<file path="src/hw/rtl/lbs_pkg.sv">
`timescale 1ns / 1ps
package lbs_pkg;

   // matrix layout
   localparam int ENTRIES_PER_JOINT = 12;

   // depth of the queue between front and back
   localparam int QUEUE_DEPTH = 4;

   // weight of one in Q1.16
   localparam logic [16:0] WEIGHT_ONE = 17'd65536;

   // command codes
   localparam logic CMD_LOAD   = 1'b0;
   localparam logic CMD_VERTEX = 1'b1;

   // register file
   localparam int          CSR_ADDR_W      = 3;
   localparam logic        CSR_THRESHOLD   = 1'b0;
   localparam logic [16:0] THRESHOLD_RESET = 17'd1;

   // work handed from front to back
   typedef enum logic [1:0] {
      OP_LOAD,
      OP_APPLY,
      OP_EMIT
   } op_type;

   typedef struct packed {
      logic               cmd;
      logic [4:0]         joint;
      logic [3:0]         entry;
      logic signed [31:0] value;
      logic signed [31:0] pos_x;
      logic signed [31:0] pos_y;
      logic signed [31:0] pos_z;
      logic [16:0]        weight;
      logic               last;
   } req_type;

   typedef struct packed {
      logic signed [31:0] out_x;
      logic signed [31:0] out_y;
      logic signed [31:0] out_z;
      logic               saturated;
   } rsp_type;

   typedef struct packed {
      op_type             op;
      logic [4:0]         joint;
      logic [3:0]         entry;
      logic signed [31:0] value;
      logic signed [31:0] pos_x;
      logic signed [31:0] pos_y;
      logic signed [31:0] pos_z;
      logic [16:0]        weight;
      logic               last;
   } job_type;

endpackage

</file>
<file path="src/hw/rtl/lbs_queue.sv">
`timescale 1ns / 1ps
module lbs_queue (
   input  logic             clock,
   input  logic             reset,
   input  logic             push,
   input  lbs_pkg::job_type push_job,
   output logic             full,
   input  logic             pop,
   output logic             not_empty,
   output lbs_pkg::job_type pop_job
);
   import lbs_pkg::*;

   localparam int PW = $clog2(QUEUE_DEPTH);

   job_type       slots_ff [QUEUE_DEPTH];
   logic [PW-1:0] wr_ptr_ff;
   logic [PW-1:0] rd_ptr_ff;
   logic [PW:0]   count_ff;
   logic          do_push;
   logic          do_pop;

   assign full      = count_ff == (PW + 1)'(QUEUE_DEPTH);
   assign not_empty = count_ff != '0;
   assign pop_job   = slots_ff[rd_ptr_ff];
   assign do_push   = push && !full;
   assign do_pop    = pop && not_empty;

   // pointers and fill count
   always_ff @(posedge clock) begin
      if (reset) begin
         wr_ptr_ff <= '0;
         rd_ptr_ff <= '0;
         count_ff  <= '0;
      end else begin
         if (do_push) begin
            wr_ptr_ff <= (wr_ptr_ff == PW'(QUEUE_DEPTH - 1)) ? '0 : wr_ptr_ff + 1'b1;
         end
         if (do_pop) begin
            rd_ptr_ff <= (rd_ptr_ff == PW'(QUEUE_DEPTH - 1)) ? '0 : rd_ptr_ff + 1'b1;
         end
         if (do_push && !do_pop) begin
            count_ff <= count_ff + 1'b1;
         end else if (do_pop && !do_push) begin
            count_ff <= count_ff - 1'b1;
         end
      end
   end

   // storage
   always_ff @(posedge clock) begin
      if (do_push) begin
         slots_ff[wr_ptr_ff] <= push_job;
      end
   end

endmodule

</file>
<file path="config.mk">
export PLATFORM = sky130hd
export DESIGN_NAME = lbs_queue
export DESIGN_NICKNAME = d
export VERILOG_FILES = /design/src/hw/rtl/lbs_pkg.sv /design/src/hw/rtl/lbs_queue.sv
export SDC_FILE = /design/constraint.sdc
export NUM_CORES = 1
export LEC_CHECK = 0
export BUFFER_PORTS_ARGS = -buffer_cell sky130_fd_sc_hd__buf_2
export CORE_ASPECT_RATIO = 0.5
export CORE_MARGIN = 4
export CORE_UTILIZATION = 61
export CTS_BUF_LIST = sky130_fd_sc_hd__clkbuf_4 sky130_fd_sc_hd__clkbuf_8 sky130_fd_sc_hd__clkbuf_16
export DETAILED_ROUTE_END_ITERATION = 10
export PLACE_DENSITY = 0.85
export SLEW_MARGIN = 25
export SYNTH_ARGS = -nofsm -noshare
export SYNTH_HDL_FRONTEND = slang
export SYNTH_SLANG_ARGS = --single-unit
</file>
<file path="constraint.sdc">
create_clock -name clock -period 10.5 [get_ports clock]
set_input_delay 1.05 -clock clock [delete_from_list [all_inputs] [get_ports clock]]
set_output_delay 1.05 -clock clock [all_outputs]
set_load 0.05 [all_outputs]
</file>
After elaboration in Yosys (flattened, before gate mapping)
Memories as Yosys holds them, arrays and structs flattened. A register that Yosys moved wholly into a read port is not among the register bits.
Index checks and enable logic that the tools add are counted.

storage, ports and cells
  bits of input ports = 161
  word-level logic and storage cells = 28
  memory bits (read-only) = 0
  bits in latches = 0
  RAM bits = 628
  memories = 1
  output and inout port bits = 159
  register bits = 7

cells by class
  eq/ne operators = 3
  magnitude comparators = 0
  multipliers = 0
  bitwise logic cells = 0
  multiplexer cells = 8
  divide/modulo/power cells = 0
  shift operators = 0
  reductions and logical operators = 9
  add/subtract/negate cells = 4

memories
  memory    words  width  read ports  clocked after Yosys merged registers in  write ports  line             source
  slots_ff  4      157    1           1                                        1            lbs_queue.sv:16  job_type slots_ff [QUEUE_DEPTH];

operators by type and width
  kind                                               count
  2-to-1 mux 2 bit                                   4
  2-to-1 mux 3 bit                                   2
  adder 2 x 1 -> 2 bit (second input constant)       2
  equality test 2 bit (second input constant)        2
  logical AND 1 bit                                  4
  adder 3 x 1 -> 3 bit (second input constant)       1
  equality test 3 bit (second input constant)        1
  logical NOT 1 bit                                  3
  nonzero test 3 bit                                 1
  subtractor 3 x 1 -> 3 bit (second input constant)  1
  2-to-1 mux 1 bit                                   2
  nonzero test 2 bit                                 1

Logic depth before layout (Yosys ltp)
  depth in word-level cells = 7
  gate-level depth with buffers = 10

Least setup slack after synthesis
OpenSTA, ideal clock, no wires.

  kind = input to register
  start point = input push
  end point = memory slots_ff[3][0] (netlist name) (enable)
  library setup time = 536 ps
  data arrival time = 4700 ps
  cell stages on the path = 1
  setup slack = 5263 ps
  path buffers = 0
  path through = and3_1

between the ends
  cells in the longest elaborated chain, start to end = 3

RTL lines
  item                                    line             source
  start, declared                         lbs_queue.sv:5   input logic push,
  logical AND 1 bit                       lbs_queue.sv:26  assign do_push = push && !full;
  2-to-1 mux 1 bit                        lbs_queue.sv:52  if (do_push) begin
  2-to-1 mux 1 bit (not written as such)  lbs_queue.sv:53  slots_ff[wr_ptr_ff] <= push_job;
  end, declared                           lbs_queue.sv:16

Every way passes these cells.

==> impl_metrics.env <==
export IMPL_status="finished, final reports clean"
export IMPL_fmaxAchievable_ghz=0.202
export IMPL_path_buf_inv=3
export IMPL_met1_length_mm=17.4
export IMPL_crit_chain="buf_4, buf_4, mux4_2, buf_2"
export IMPL_area_inside_the_core_boundary_um2=37500
export IMPL_totalPowerFinal_mw=7.19
export IMPL_cts_reportedPaths_clkPinSlew_ps=70
export IMPL_start_util_pct=62.0
export IMPL_post_dp_hpwl_mm=29.5
export IMPL_dieArea_um2=41500
export IMPL_route_detailed_wl_per_inst_um=28.4
export IMPL_power_share_clock_pct=26.5
export IMPL_drt_iter0_drcs=1021
export IMPL_number_of_i_o_pins=320
export IMPL_total_gr_overflow=0
export IMPL_grt_start_max_net_pins=78
export IMPL_via_per_inst=6.14
export IMPL_fin_hold_ws_ps=500
export IMPL_postRouteAntennaNets=0
export IMPL_ys_seq_area_share_pct=81.9
export IMPL_tightest_slew_ps=1010
export IMPL_slew_viol_final=0
export IMPL_cp_data_arrival_time_ps=3890
export IMPL_vdd_ir_drop_worst_v=0.000146
export IMPL_area_of_the_mapped_netlist_um2=23200
export IMPL_pwr_density_cell_nw_per_um2=267
export IMPL_clock_insertion_delay_worst_skew_ps=580
export IMPL_synth_compound_area_share_pct=0.194
export IMPL_number_of_buffers_added_by_the_clock_tree_synthesis_step=52
export IMPL_syn_instance_count=870
export IMPL_maxUsedRoutingLayer="met5"
export IMPL_drv_max_cap_violation_count=0
export IMPL_setup_tns_ps=0
export IMPL_vias=10850
export IMPL_switching_portion_of_total_power_pct=34.2
export IMPL_area_used_by_multi_input_combinational_logic_um2=3820
export IMPL_critical_path_top_delay_family="buffers and inverters"
export IMPL_ctsHtreeMaxLevel=2
export IMPL_setup_repair_after_global_routing_missed_its_margin="false"
export IMPL_post_route_cells_drive_above_1_share_pct=46.0
export IMPL_cts_sink_count=637
export IMPL_required_ps=9450
export IMPL_fillerInstances=2070
export IMPL_clock_path_buffers=3
export IMPL_layout_nets=1388
export IMPL_clock_skew_ps=14.1
export IMPL_synth_adder_area_share_pct=0.409
export IMPL_groute_usage_overall_pct=23.9
export IMPL_ys_seq_elements=637
export IMPL_timing_critical_path_to_type="output port"
export IMPL_place_gp_congestion=0.773
export IMPL_timing_critical_path_from_type="flop"
export IMPL_grt_first_pass_wirelength_mm=74.2
export IMPL_synth_xor_xnor_area_share_pct=0.0754
export IMPL_path_common_cell="buf_4"
export IMPL_post_route_util_pct=71.8
export IMPL_part_of_the_cycle_the_worst_path_needs_pct=47.1
export IMPL_post_synth_edffs=628
export IMPL_tritoncts="yes"
export IMPL_cts_post_setup_buffers_inserted=0
export IMPL_syn_to_final_growth_pct=15.8
export IMPL_combinationalPowerShare_pct=29.2
export IMPL_floorplan_rows=50
export IMPL_largest_fanout_on_the_critical_path=45
export IMPL_ctsRootBufferMaster="clkbuf_16"
export IMPL_synth_area_per_inst_um2=26.7
export IMPL_fin_crit_ps=4940
export IMPL_main_combinational_cell_family_by_area_after_synthesis="multiplexers"
export IMPL_die_w_um=284
export IMPL_grt_antenna_before_repair=12
export IMPL_first_global_vias=11460
export IMPL_post_synth_mux_area_share_pct=15.3
export IMPL_critical_path_slowest_cell="dfxtp_4"
export IMPL_synth_cell_types=26
export IMPL_sequential_cell_area_um2=19000
export IMPL_synth_yosys_warnings=0
export IMPL_setup_viol=0
export IMPL_detailroute_wirelength_met2_mm=28.3
export IMPL_detail_route_drc_violations=0
export IMPL_static_leakage_power_nw=8.98
export IMPL_cts_hold_buf=0
export IMPL_async_flop_share_pct=0
export IMPL_worst_slew_margin_rel_pct=32.7
export IMPL_firstDrtPassIters=5
export IMPL_simple_gate_fraction_of_synth_area_pct=0.372
export IMPL_syn_nets=1038
export IMPL_routed_wl_mm=50.2
export IMPL_worstSetupPathType="flop to output port"
export IMPL_number_of_buffer_cells_added_on_primary_ports=319
export IMPL_cts_resized=0
export IMPL_power_internal_mw=4.73
export IMPL_hold_path_class="flop to flop"
export IMPL_die_height_um=146
export IMPL_total_switching_power_mw=2.46
export IMPL_share_seq_of_total_power_pct=44.3
export IMPL_dominantRegCellSynth="edfxtp_1"
export IMPL_report_final_hold_viol_count=0
export IMPL_met3_wirelength_mm=2.71
export IMPL_critPathMaxStageDelay_ps=820
-- cell type report --
cell class                 instances  share of cell area, %
multi-input combinational        191                   14.2
clock inverter                    32                  0.930
tap                              494                   2.30
clock buffer                      64                   5.23
sequential                       637                   70.8
timing repair buffer             333                   6.42
inverter                           5                 0.0697
antenna                           11                  0.102
-- cells in the final DEF, fill, tap and decap left out, types with 6 or more instances in the layout --
| master | netlist | final |
|---|---|---|
| ha_1 | 6 | 6 |
| clkinv_2 | 0 | 12 |
| clkbuf_4 | 0 | 11 |
| dfxtp_1 | 9 | 7 |
| buf_4 | 2 | 11 |
| mux4_2 | 157 | 157 |
| clkinv_1 | 0 | 14 |
| edfxtp_1 | 628 | 628 |
| diode_2 | 0 | 11 |
| buf_2 | 15 | 319 |
| clkbuf_16 | 0 | 53 |
-- synthesized netlist by cell type (3+ instances only) --
master      n  area share, %
a21oi_1     3          0.065
and3_1      4           0.11
buf_12     11           0.95
buf_2      15           0.32
buf_6       5           0.24
dfxtp_1     9           0.78
edfxtp_1  628             81
ha_1        6           0.32
inv_1       4          0.065
mux4_2    157             15
nor2_1      4          0.065
or3_1       3          0.081
-- metrics by stage --
| stage | worst slack, ps | instances | cell area [µm²] |
|---|---|---|---|
| after detailed placement | 6080 | 1659 | 25200 |
| after floorplan | 5260 | 870 | 23200 |
| after global placement | 6090 | 1659 | 25200 |
| final | 5560 | 1767 | 26900 |
| after CTS | 5420 | 1755 | 26900 |
| after global routing | 5140 | 1767 | 26900 |
-- registers in the layout (all words and copies together) (netlist names), named ones only --
register   flops
wr_ptr_ff      2
count_ff       3
slots_ff     628
rd_ptr_ff      2
-- metal layers --
layer  up-vias  track usage [%]
li1       4486                -
met1      5761             29.3
met2       487             43.9
met3       114             3.90
met4         2             8.34
met5         -                0
-- power groups by stage --
stage	logic, mW	clock network (mW)	registers, mW
CTS	2.12	1.93	3.18
global placement	2.07	0	3.20
global route	2.18	2.06	3.20
finish	2.10	1.91	3.18
floorplan	1.70	0	3.20
detailed placement	2.10	0	3.23
-- worst min-delay path, delay by kind of cell, from the launching register on --
| kind | cells | cell delay, ps |
|---|---|---|
| compound gates | 1 | 80 |
| simple gates | 1 | 60 |
| flops | 1 | 320 |
-- path summary, 6_finish.rpt --
path	from	endpoint	slack (ps)	cells after the start
worst max register to register	count_ff[0]	slots_ff[3][81]	7180	5
worst max-delay path	flop	pop_job[52]	5560	4
worst min register to register	rd_ptr_ff[0]	flop	500	2
worst min-delay path	rd_ptr_ff[0]	flop	500	2
-- logic make-up after synthesis --
| logic type | count (synthesis) |
|---|---|
| flip-flops | 637 |
| multiplexers | 159 |
| buffers and inverters | 42 |
| AND/OR/NAND/NOR | 16 |
| AO/OA/AOI/OAI | 7 |
| adder cells (fa/ha/maj) | 7 |
| XOR/XNOR | 2 |
Power figures use the tool's default switching activity.
