==> src/hw/rtl/lbs_pkg.sv <==
`timescale 1ns / 1ps
package lbs_pkg;

   // matrix layout
   localparam int ENTRIES_PER_JOINT = 12;

   // depth of the queue between front and back
   localparam int QUEUE_DEPTH = 4;

   // weight of one in Q1.16
   localparam logic [16:0] WEIGHT_ONE = 17'd65536;

   // command codes
   localparam logic CMD_LOAD   = 1'b0;
   localparam logic CMD_VERTEX = 1'b1;

   // register file
   localparam int          CSR_ADDR_W      = 3;
   localparam logic        CSR_THRESHOLD   = 1'b0;
   localparam logic [16:0] THRESHOLD_RESET = 17'd1;

   // work handed from front to back
   typedef enum logic [1:0] {
      OP_LOAD,
      OP_APPLY,
      OP_EMIT
   } op_type;

   typedef struct packed {
      logic               cmd;
      logic [4:0]         joint;
      logic [3:0]         entry;
      logic signed [31:0] value;
      logic signed [31:0] pos_x;
      logic signed [31:0] pos_y;
      logic signed [31:0] pos_z;
      logic [16:0]        weight;
      logic               last;
   } req_type;

   typedef struct packed {
      logic signed [31:0] out_x;
      logic signed [31:0] out_y;
      logic signed [31:0] out_z;
      logic               saturated;
   } rsp_type;

   typedef struct packed {
      op_type             op;
      logic [4:0]         joint;
      logic [3:0]         entry;
      logic signed [31:0] value;
      logic signed [31:0] pos_x;
      logic signed [31:0] pos_y;
      logic signed [31:0] pos_z;
      logic [16:0]        weight;
      logic               last;
   } job_type;

endpackage

==> src/hw/rtl/lbs_front.sv <==
`timescale 1ns / 1ps
module lbs_front #(
   parameter int MAX_JOINTS = 32
) (
   input  logic             clock,
   input  logic             reset,
   input  logic             req_valid,
   output logic             req_stall,
   input  lbs_pkg::req_type req_data,
   input  logic [16:0]      threshold,
   input  logic             queue_full,
   output logic             push_valid,
   output lbs_pkg::job_type push_job
);
   import lbs_pkg::*;

   logic    hold_v_ff;
   job_type hold_ff;
   logic    joint_ok;
   logic    keep;
   logic    accept;
   job_type job_in;

   // classify the incoming item
   always_comb begin
      joint_ok      = 32'(req_data.joint) < 32'(MAX_JOINTS);
      job_in.op     = OP_LOAD;
      job_in.joint  = req_data.joint;
      job_in.entry  = req_data.entry;
      job_in.value  = req_data.value;
      job_in.pos_x  = req_data.pos_x;
      job_in.pos_y  = req_data.pos_y;
      job_in.pos_z  = req_data.pos_z;
      job_in.weight = (req_data.weight > WEIGHT_ONE) ? WEIGHT_ONE : req_data.weight;
      job_in.last   = req_data.last;
      keep          = 1'b0;
      if (req_data.cmd == CMD_LOAD) begin
         keep = joint_ok && (32'(req_data.entry) < 32'(ENTRIES_PER_JOINT));
      end else if (joint_ok && (req_data.weight >= threshold)) begin
         job_in.op = OP_APPLY;
         keep      = 1'b1;
      end else if (req_data.last) begin
         // skipped contribution that still closes the vertex
         job_in.op = OP_EMIT;
         keep      = 1'b1;
      end
   end

   // handshake with the queue
   assign push_valid = hold_v_ff && !queue_full;
   assign push_job   = hold_ff;
   assign req_stall  = hold_v_ff && queue_full;
   assign accept     = req_valid && !req_stall;

   // holding stage
   always_ff @(posedge clock) begin
      if (reset) begin
         hold_v_ff <= 1'b0;
      end else if (accept) begin
         hold_v_ff <= keep;
      end else if (push_valid) begin
         hold_v_ff <= 1'b0;
      end
   end

   always_ff @(posedge clock) begin
      if (accept) begin
         hold_ff <= job_in;
      end
   end

endmodule

==> config.mk <==
export PLATFORM = sky130hd
export DESIGN_NAME = lbs_front
export DESIGN_NICKNAME = d
export VERILOG_FILES = /design/src/hw/rtl/lbs_pkg.sv /design/src/hw/rtl/lbs_front.sv
export SDC_FILE = /design/constraint.sdc
export NUM_CORES = 1
export LEC_CHECK = 0
export BUFFER_PORTS_ARGS = -buffer_cell sky130_fd_sc_hd__buf_2
export CAP_MARGIN = 40
export CELL_PAD_IN_SITES_DETAIL_PLACEMENT = 2
export CELL_PAD_IN_SITES_GLOBAL_PLACEMENT = 2
export CORE_UTILIZATION = 27
export DETAILED_ROUTE_END_ITERATION = 8
export GPL_TIMING_DRIVEN = 0
export PLACE_DENSITY = 0.82
export SYNTH_ARGS = -nofsm -noshare
export SYNTH_HDL_FRONTEND = slang
export SYNTH_SLANG_ARGS = --single-unit
==> constraint.sdc <==
create_clock -name clock -period 10.35 [get_ports clock]
set_input_delay 0.5175 -clock clock [delete_from_list [all_inputs] [get_ports clock]]
set_output_delay 0.5175 -clock clock [all_outputs]
set_load 0.005 [all_outputs]
# Yosys cells after proc, flatten, opt, wreduce, memory -nomap -nowiden

Index checks and enable logic that the tools add are counted.

Flip-flop bits (word level): 158
Input bits: 177
Logic and storage cells: 29

Order comparisons: 3
Mux-type cells: 7
Bitwise gates (word level): 1
Reduce and logical (&&, ||, !) cells: 7

Operators with widths:

| kind                                              | count |
|---|---|
| 17-bit >= comparator                              | 1 |
| 17-bit > comparator, second input constant        | 1 |
| 1-bit 2-to-1 mux                                  | 6 |
| 4-bit less-than comparator, second input constant | 1 |
| 1-bit logical AND                                 | 3 |
| 1-bit logical NOT                                 | 2 |
| 2-bit 2-to-1 mux                                  | 1 |
| 2-bit nonzero test                                | 1 |
| 2-bit OR reduction                                | 1 |
| 1-bit inverter                                    | 1 |

# Depth between registers and ports, before layout

Gate-level depths: netlist of the first run.

Word-level depth: 4
Depth in mapped cells: 7

# Least setup slack after synthesis of the first run

No wires, ideal clock.

Kind: input-to-reg
Start: in queue_full
End: reg hold_ff (netlist bit push_job[0]), enable pin
Setup time: 0.694 ns
Data arrival time: 7.646 ns
Path slack: 2.010 ns
Stages: 2
Path through: and2_1 -> nor2b_1

Longest elaborated chain between the ends: 3

Ends and longest elaborated chain:

| item                   | line            | RTL |
|---|---|---|
| start: declaration     | lbs_front.sv:11 | `input logic queue_full,` |
| 1-bit logical AND      | lbs_front.sv:52 | `assign req_stall = hold_v_ff && queue_full;` |
| 1-bit logical NOT      | lbs_front.sv:53 | `assign accept = req_valid && !req_stall;` |
| 1-bit logical AND      | lbs_front.sv:53 |  |
| via accept             | lbs_front.sv:21 | `logic accept;` |
| end signal: assignment | lbs_front.sv:68 | `hold_ff <= job_in;` |
| end: declaration       | lbs_front.sv:18 | `job_type hold_ff;` |

The timed path passes the listed nets, and every way through them passes these cells.
A chain may end at the register's enable or synchronous reset.

# Worst setup path in the final report of the first run

Start: reg hold_v_ff
End: reg hold_ff (netlist bit push_job[90]), enable pin

Longest elaborated chain between the ends: 3

Ends and longest elaborated chain:

| item                     | line            | RTL |
|---|---|---|
| start: declaration       | lbs_front.sv:17 | `logic hold_v_ff;` |
| start signal: assignment | lbs_front.sv:60 | `hold_v_ff <= keep;` |
| 1-bit logical AND        | lbs_front.sv:52 |  |
| 1-bit logical NOT        | lbs_front.sv:53 |  |
| 1-bit logical AND        | lbs_front.sv:53 |  |
| via accept               | lbs_front.sv:21 |  |

The timed path passes the listed nets, and every way through them passes these cells.

==> out/summary.txt, run 1 <==
Grt ovf: 0
Synthesis Warnings: 0
Mean Syn Cell Area: 21.9 um2
RD Place Congestion: 0.815
Placed Cells incl. Taps: 851
Origin of the critical flop-to-flop path: hold_v_ff
Crit path max fanout: 31
CTS tree: built
Post-Synthesis Cells: 246
TritonCTS Buffers: 17
Distinct cell type count after synthesis: 29
Routed WL: 18900 um
Die Area: 0.0205 mm2
Logic pwr share: 0.088
NetSw: 359 uW
CP startpoint: hold_v_ff
Syn_nets: 440
Req. time, crit path: 10460 ps
Syn Std Cell Area: 0.00538 mm2
Max-slew violations: 0
Power Density: 187 mW/mm2
Sw Ratio: 0.237
TritonCTS Sinks: 158
Row count: 51
FF-to-FF End: push_job[90]
Starting Density: 0.276
Reg2Reg Depth: 4
Routed Antenna Nets: 0
Non-filler cells, final: 886
Hold Path End: push_job[105]
Seq pwr share: 0.504
Core area: 0.0195 mm2
Final TNS setup: 0 ps
Initial antenna violation count: 5
Worst-Margin Slew: 798 ps
CTS Hold Buffers Added: 0
Max-capacitance violation count: 0
Clock tree buffer depth: 2
Period utilisation layout: 0.190
Setup bufs post-CTS: 0
Wire per inst: 21.3 um
Die width: 143 um
Final Power: 1.51 mW
Sequential fraction of the synthesis area: 0.880
Dpl cell area: 0.00750 mm2
Layout area overhead: 50.3%
Via density: 4.21
Maximum vdd drop: 92.1 uV
Rel. slew slack: 0.461
Final worst setup slack: 8380 ps
I/O Pins: 336
Vias in the first global route: 4118
Die height: 143 um
First DRT Iteration DRCs: 124
Reg clk slew, reported paths: 70 ps
Leakage: 3.55 nW
Flops & latches, synth: 158
TritonRoute pass-1 iters: 4
Setup WS pre-CTS: 8030 ps
Root Driver: clkbuf_16
Tmin final: 1970 ps
GRT Util Overall: 0.182
Pin count of the biggest net entering global routing: 33
Final instance area: 0.00809 mm2
Clk_lat worst skew: 420 ps
Hold path start: req_data[105]
Min Hold Slack: 267 ps
Unrepaired setup endpoints after global routing: false
Clk pwr share: 0.408
Post-CTS resize count: 0
Nets: 799
Input/output buffers: 335
Internal: 1.16 mW
Setup-failing EPs final: 0
Via count: 3728
Crit end category: flip-flop
Post-DP HPWL: 15000 um
Hold WC Path Type: input port to flip-flop
Hold path depth: 1
Worst Path Arrival: 2080 ps
Critical path class: flip-flop to flip-flop
First-pass GRT wire length: 25900 um
Share of layout cells above drive strength 1: 0.610
Status: completed
# DRC: 0
Final Hold Viols: 0
Worst R2R Setup Slack: 8380 ps
Final Util: 0.414
Clock skew: 8.99 ps
Fmax: 508 MHz
Nature of the critical path startpoint: flip-flop
H-tree depth: 4
[state kept, by name, summed over array words and instances, names as in the netlist]
name / cells
hold_v_ff: 1
push_job: 157
[cells in the mapped netlist]
cell type / instances / area [um2]
dfxtp_1: 1 / 20.0
o21bai_1: 1 / 7.51
nor2_1: 2 / 7.51
nor4_1: 4 / 25.0
a21oi_1: 6 / 30.0
nand2_1: 3 / 11.3
inv_1: 18 / 67.6
o21ai_0: 1 / 5.00
a211oi_2: 1 / 12.5
nor4_2: 1 / 12.5
nand2b_4: 1 / 13.8
and2b_1: 7 / 52.6
o21a_1: 1 / 7.51
a41oi_1: 1 / 8.76
clkbuf_1: 1 / 3.75
and2_1: 1 / 6.26
ha_1: 17 / 213
edfxtp_1: 157 / 4710
nor2b_1: 11 / 68.8
and3_1: 1 / 6.26
a211oi_1: 1 / 7.51
and4_1: 1 / 8.76
a221oi_2: 1 / 15.0
o211ai_1: 1 / 7.51
o21ai_1: 1 / 5.00
o221ai_2: 1 / 15.0
nand3b_1: 1 / 7.51
a311oi_1: 1 / 8.76
nand4_1: 2 / 12.5
[how the worst max path moves through the flow]
stage	to	slack (ps)	cells past startpoint
detailed placement	push_job[142]	8030	5
floorplan	push_job[0]	2010	2
global route	push_job[82]	8290	4
CTS	push_job[129]	8350	4
finish	push_job[90]	8380	4
global placement	push_job[105]	-600	3
[layer usage]
metal,vias to the layer above,part of all wire,GRT usage
li1,1681,-,-
met1,1848,0.33,0.174
met2,170,0.57,0.353
met3,25,0.079,0.0590
met4,4,0.017,0.0713
met5,-,0.0015,0
[cell usage in the layout (no fill, tap or decap), types with 2 or more instances in the layout]
cell          n
a21oi_1       6
and2b_1       7
buf_12        4
buf_2       335
clkbuf_1      2
clkbuf_16    17
clkinvlp_4    2
diode_2       3
edfxtp_1    157
ha_1         17
inv_1        18
inv_6         6
inv_8         3
nand2_1       3
nand4_1       2
nor2_1        2
nor2b_1      10
nor4_1        4
[cell type report]
class,instances,area (um2)
Buffer,1,3.75
Clock inverter,14,145
Clock buffer,18,429
Fill cell,2024,11400
Sequential cell,158,4730
Tap cell,265,332
Inverter,18,67.6
Antenna cell,3,7.51
Timing Repair Buffer,340,1780
Multi-Input combinational cell,69,583
[power groups by stage]
stage          clock, mW  sequential, mW  combinational, mW
2_1_floorplan          0           0.789             0.0295
3_3_place_gp           0           0.786              0.118
3_5_place_dp           0           0.778              0.135
4_1_cts            0.640           0.765              0.136
5_1_grt            0.663           0.767              0.145
6_report           0.618           0.763              0.133
[worst max-delay path: stages (launching register included)]
cell and delay [ps]:
dfxtp_1 310, and2_1 200, nor2b_4 600, buf_12 300
buf_16 220
[logic make-up (layout without fill, tap and decap cells)]
group | Yosys count | in the layout | share of synthesized area
AND/OR/NAND/NOR | 35 | 35 | 0.0432
buffers and inverters | 19 | 391 | 0.0133
flip-flops | 158 | 158 | 0.880
other | 0 | 3 | 0
AO/OA/AOI/OAI | 17 | 17 | 0.0242
adder cells (fa/ha/maj) | 17 | 17 | 0.0395
Power figures use the tool's default switching activity.
==> run 2, diff against run 1 <==
==> constraint.sdc (replaced) <==
create_clock -name clock -period 1.95 [get_ports clock]
set_input_delay 0.0975 -clock clock [delete_from_list [all_inputs] [get_ports clock]]
set_output_delay 0.0975 -clock clock [all_outputs]
set_load 0.005 [all_outputs]
==> out/summary.txt, run 2 (synthesis results as in run 1) <==
Vias in the first global route: 5004
Status: completed
Starting Density: 0.276
Internal: 6.66 mW
Setup-failing EPs final: 0
Die height: 143 um
Max-slew violations: 0
First-pass GRT wire length: 34800 um
Tmin final: 1820 ps
Via count: 4432
Crit-path slowest cell: dlygate4sd3_1
Area of the multi-input gates: 594 um2
Row count: 51
Layout area overhead: 77.1%
Pin count of the biggest net entering global routing: 37
Final instance area: 0.00953 mm2
Crit path max fanout: 3
Critical path class: input port to flip-flop
TritonRoute pass-1 iters: 4
Fmax: 550 MHz
Worst Path Arrival: 2110 ps
Wire per inst: 24.3 um
Unrepaired setup endpoints after global routing: false
Hold WC Path Type: input port to flip-flop
Worst-Margin Slew: 804 ps
Initial antenna violation count: 2
Post-CTS resize count: 0
Post-DP HPWL: 14900 um
Reg clk slew, reported paths: 60 ps
Maximum vdd drop: 645 uV
Commonest non-fill, non-tap cell in the layout: buf_2
Final worst setup slack: 133 ps
Clock tree buffer depth: 2
Seq pwr share: 0.471
Nature of the critical path startpoint: input port
RD Place Congestion: 0.796
Input/output buffers: 335
Clock skew: 11.1 ps
Logic pwr share: 0.114
Setup WS pre-CTS: -89.4 ps
Root Driver: clkbuf_16
Power Density: 908 mW/mm2
I/O Pins: 336
Final TNS setup: 0 ps
Nets: 941
Rel. slew slack: 0.457
Fill cell count: 1941
Via density: 4.32
Share of layout cells above drive strength 1: 0.495
Die Area: 0.0205 mm2
Routed WL: 24900 um
GRT Util Overall: 0.243
NetSw: 1.99 mW
Leakage: 4.16 nW
Routed Antenna Nets: 0
Die width: 143 um
Register area: 0.00473 mm2
Commonest cells after routing, fill and taps aside: buf_2, edfxtp_1, dlygate4sd3_1, inv_1
Crit end category: flip-flop
Dpl cell area: 0.00748 mm2
# DRC: 0
Clk_lat worst skew: 410 ps
Grt ovf: 0
Clk pwr share: 0.414
Req. time, crit path: 2240 ps
TritonCTS Sinks: 158
Period utilisation layout: 0.932
Max reg flops: 157
Cells along the critical path: buf_2, inv_1, ha_1, nand2b_4, a211oi_2, o21ai_1, a221oi_2, a311oi_1, dlygate4sd3_1
CTS tree: built
First DRT Iteration DRCs: 131
TritonCTS Buffers: 17
Max-capacitance violation count: 0
CP max stage delay: 580 ps
Antenna Diode Count: 0
Sw Ratio: 0.230
Core area: 0.0195 mm2
Final Hold Viols: 0
H-tree depth: 4
run 2: changes by cell type in the layout (fill, tap and decap cells not counted), moves of 2 or more:
cell	before	now
dlygate4sd3_1	0	142
inv_6	6	2
bufinv_16	1	4
diode_2	3	0
clkinv_1	0	2
inv_8	3	1
run 2: through the flow:
step | cells | utilization | hold slack (ps) | total power [mW]
after detailed placement | 850 | 0.383 | 276 | 4.84
final | 1025 | 0.488 | 30.0 | 8.65
after floorplan | 246 | - | 176 | 4.31
after global placement | 846 | 0.379 | 270 | 4.75
after global routing | 1025 | 0.488 | 16.9 | 8.96
after CTS | 1025 | 0.488 | 3.12 | 8.58
run 2: power groups by stage:
stage,clock (mW),combinational [mW],sequential (mW)
2_1_floorplan,0,0.160,4.15
3_3_place_gp,0,0.628,4.12
3_5_place_dp,0,0.716,4.13
4_1_cts,3.57,0.960,4.06
5_1_grt,3.82,1.06,4.09
6_report,3.59,0.989,4.08
run 2: cell type report:
type | instances | area share
timing repair buffer | 481 | 0.334
sequential | 158 | 0.497
multi-input combinational | 70 | 0.0624
inverter | 18 | 0.00709
buffer | 1 | 0.000394
clock buffer | 18 | 0.0450
tap | 265 | 0.0348
clock inverter | 14 | 0.0200
run 2: critical path, delay by kind of cell:
family                     cells  cell delay [ps]
adders and majority gates      1              290
buffers and inverters          3              720
and+or+nand+nor                1              140
AOI/OAI and AO/OA              4              860
run 2: timing repair:
action,4_1_cts,5_1_grt
endpoints found under the hold margin,141,0
endpoints found under the setup margin,69,0
buffers inserted,0,0
hold buffers,142,0
run 2: worst paths after layout:
check / from / to / slack [ps] / cells past startpoint
min reg2reg: hold_v_ff / push_job[94] / 840 / 2
max reg2reg: hold_v_ff / push_job[95] / 140 / 4
max: req_data[1] / hold_v_ff / 130 / 9
min: req_data[7] / push_job[7] / 30 / 2
run 2: routing by layer:
metal	track usage	part of all wire	routed length [um]	up-vias
met3	0.0617	0.069	1730	25
met1	0.248	0.35	8650	2233
met5	0	0.0011	27	-
met2	0.481	0.57	14100	207
met4	0.0696	0.015	381	4
li1	-	-	-	1963
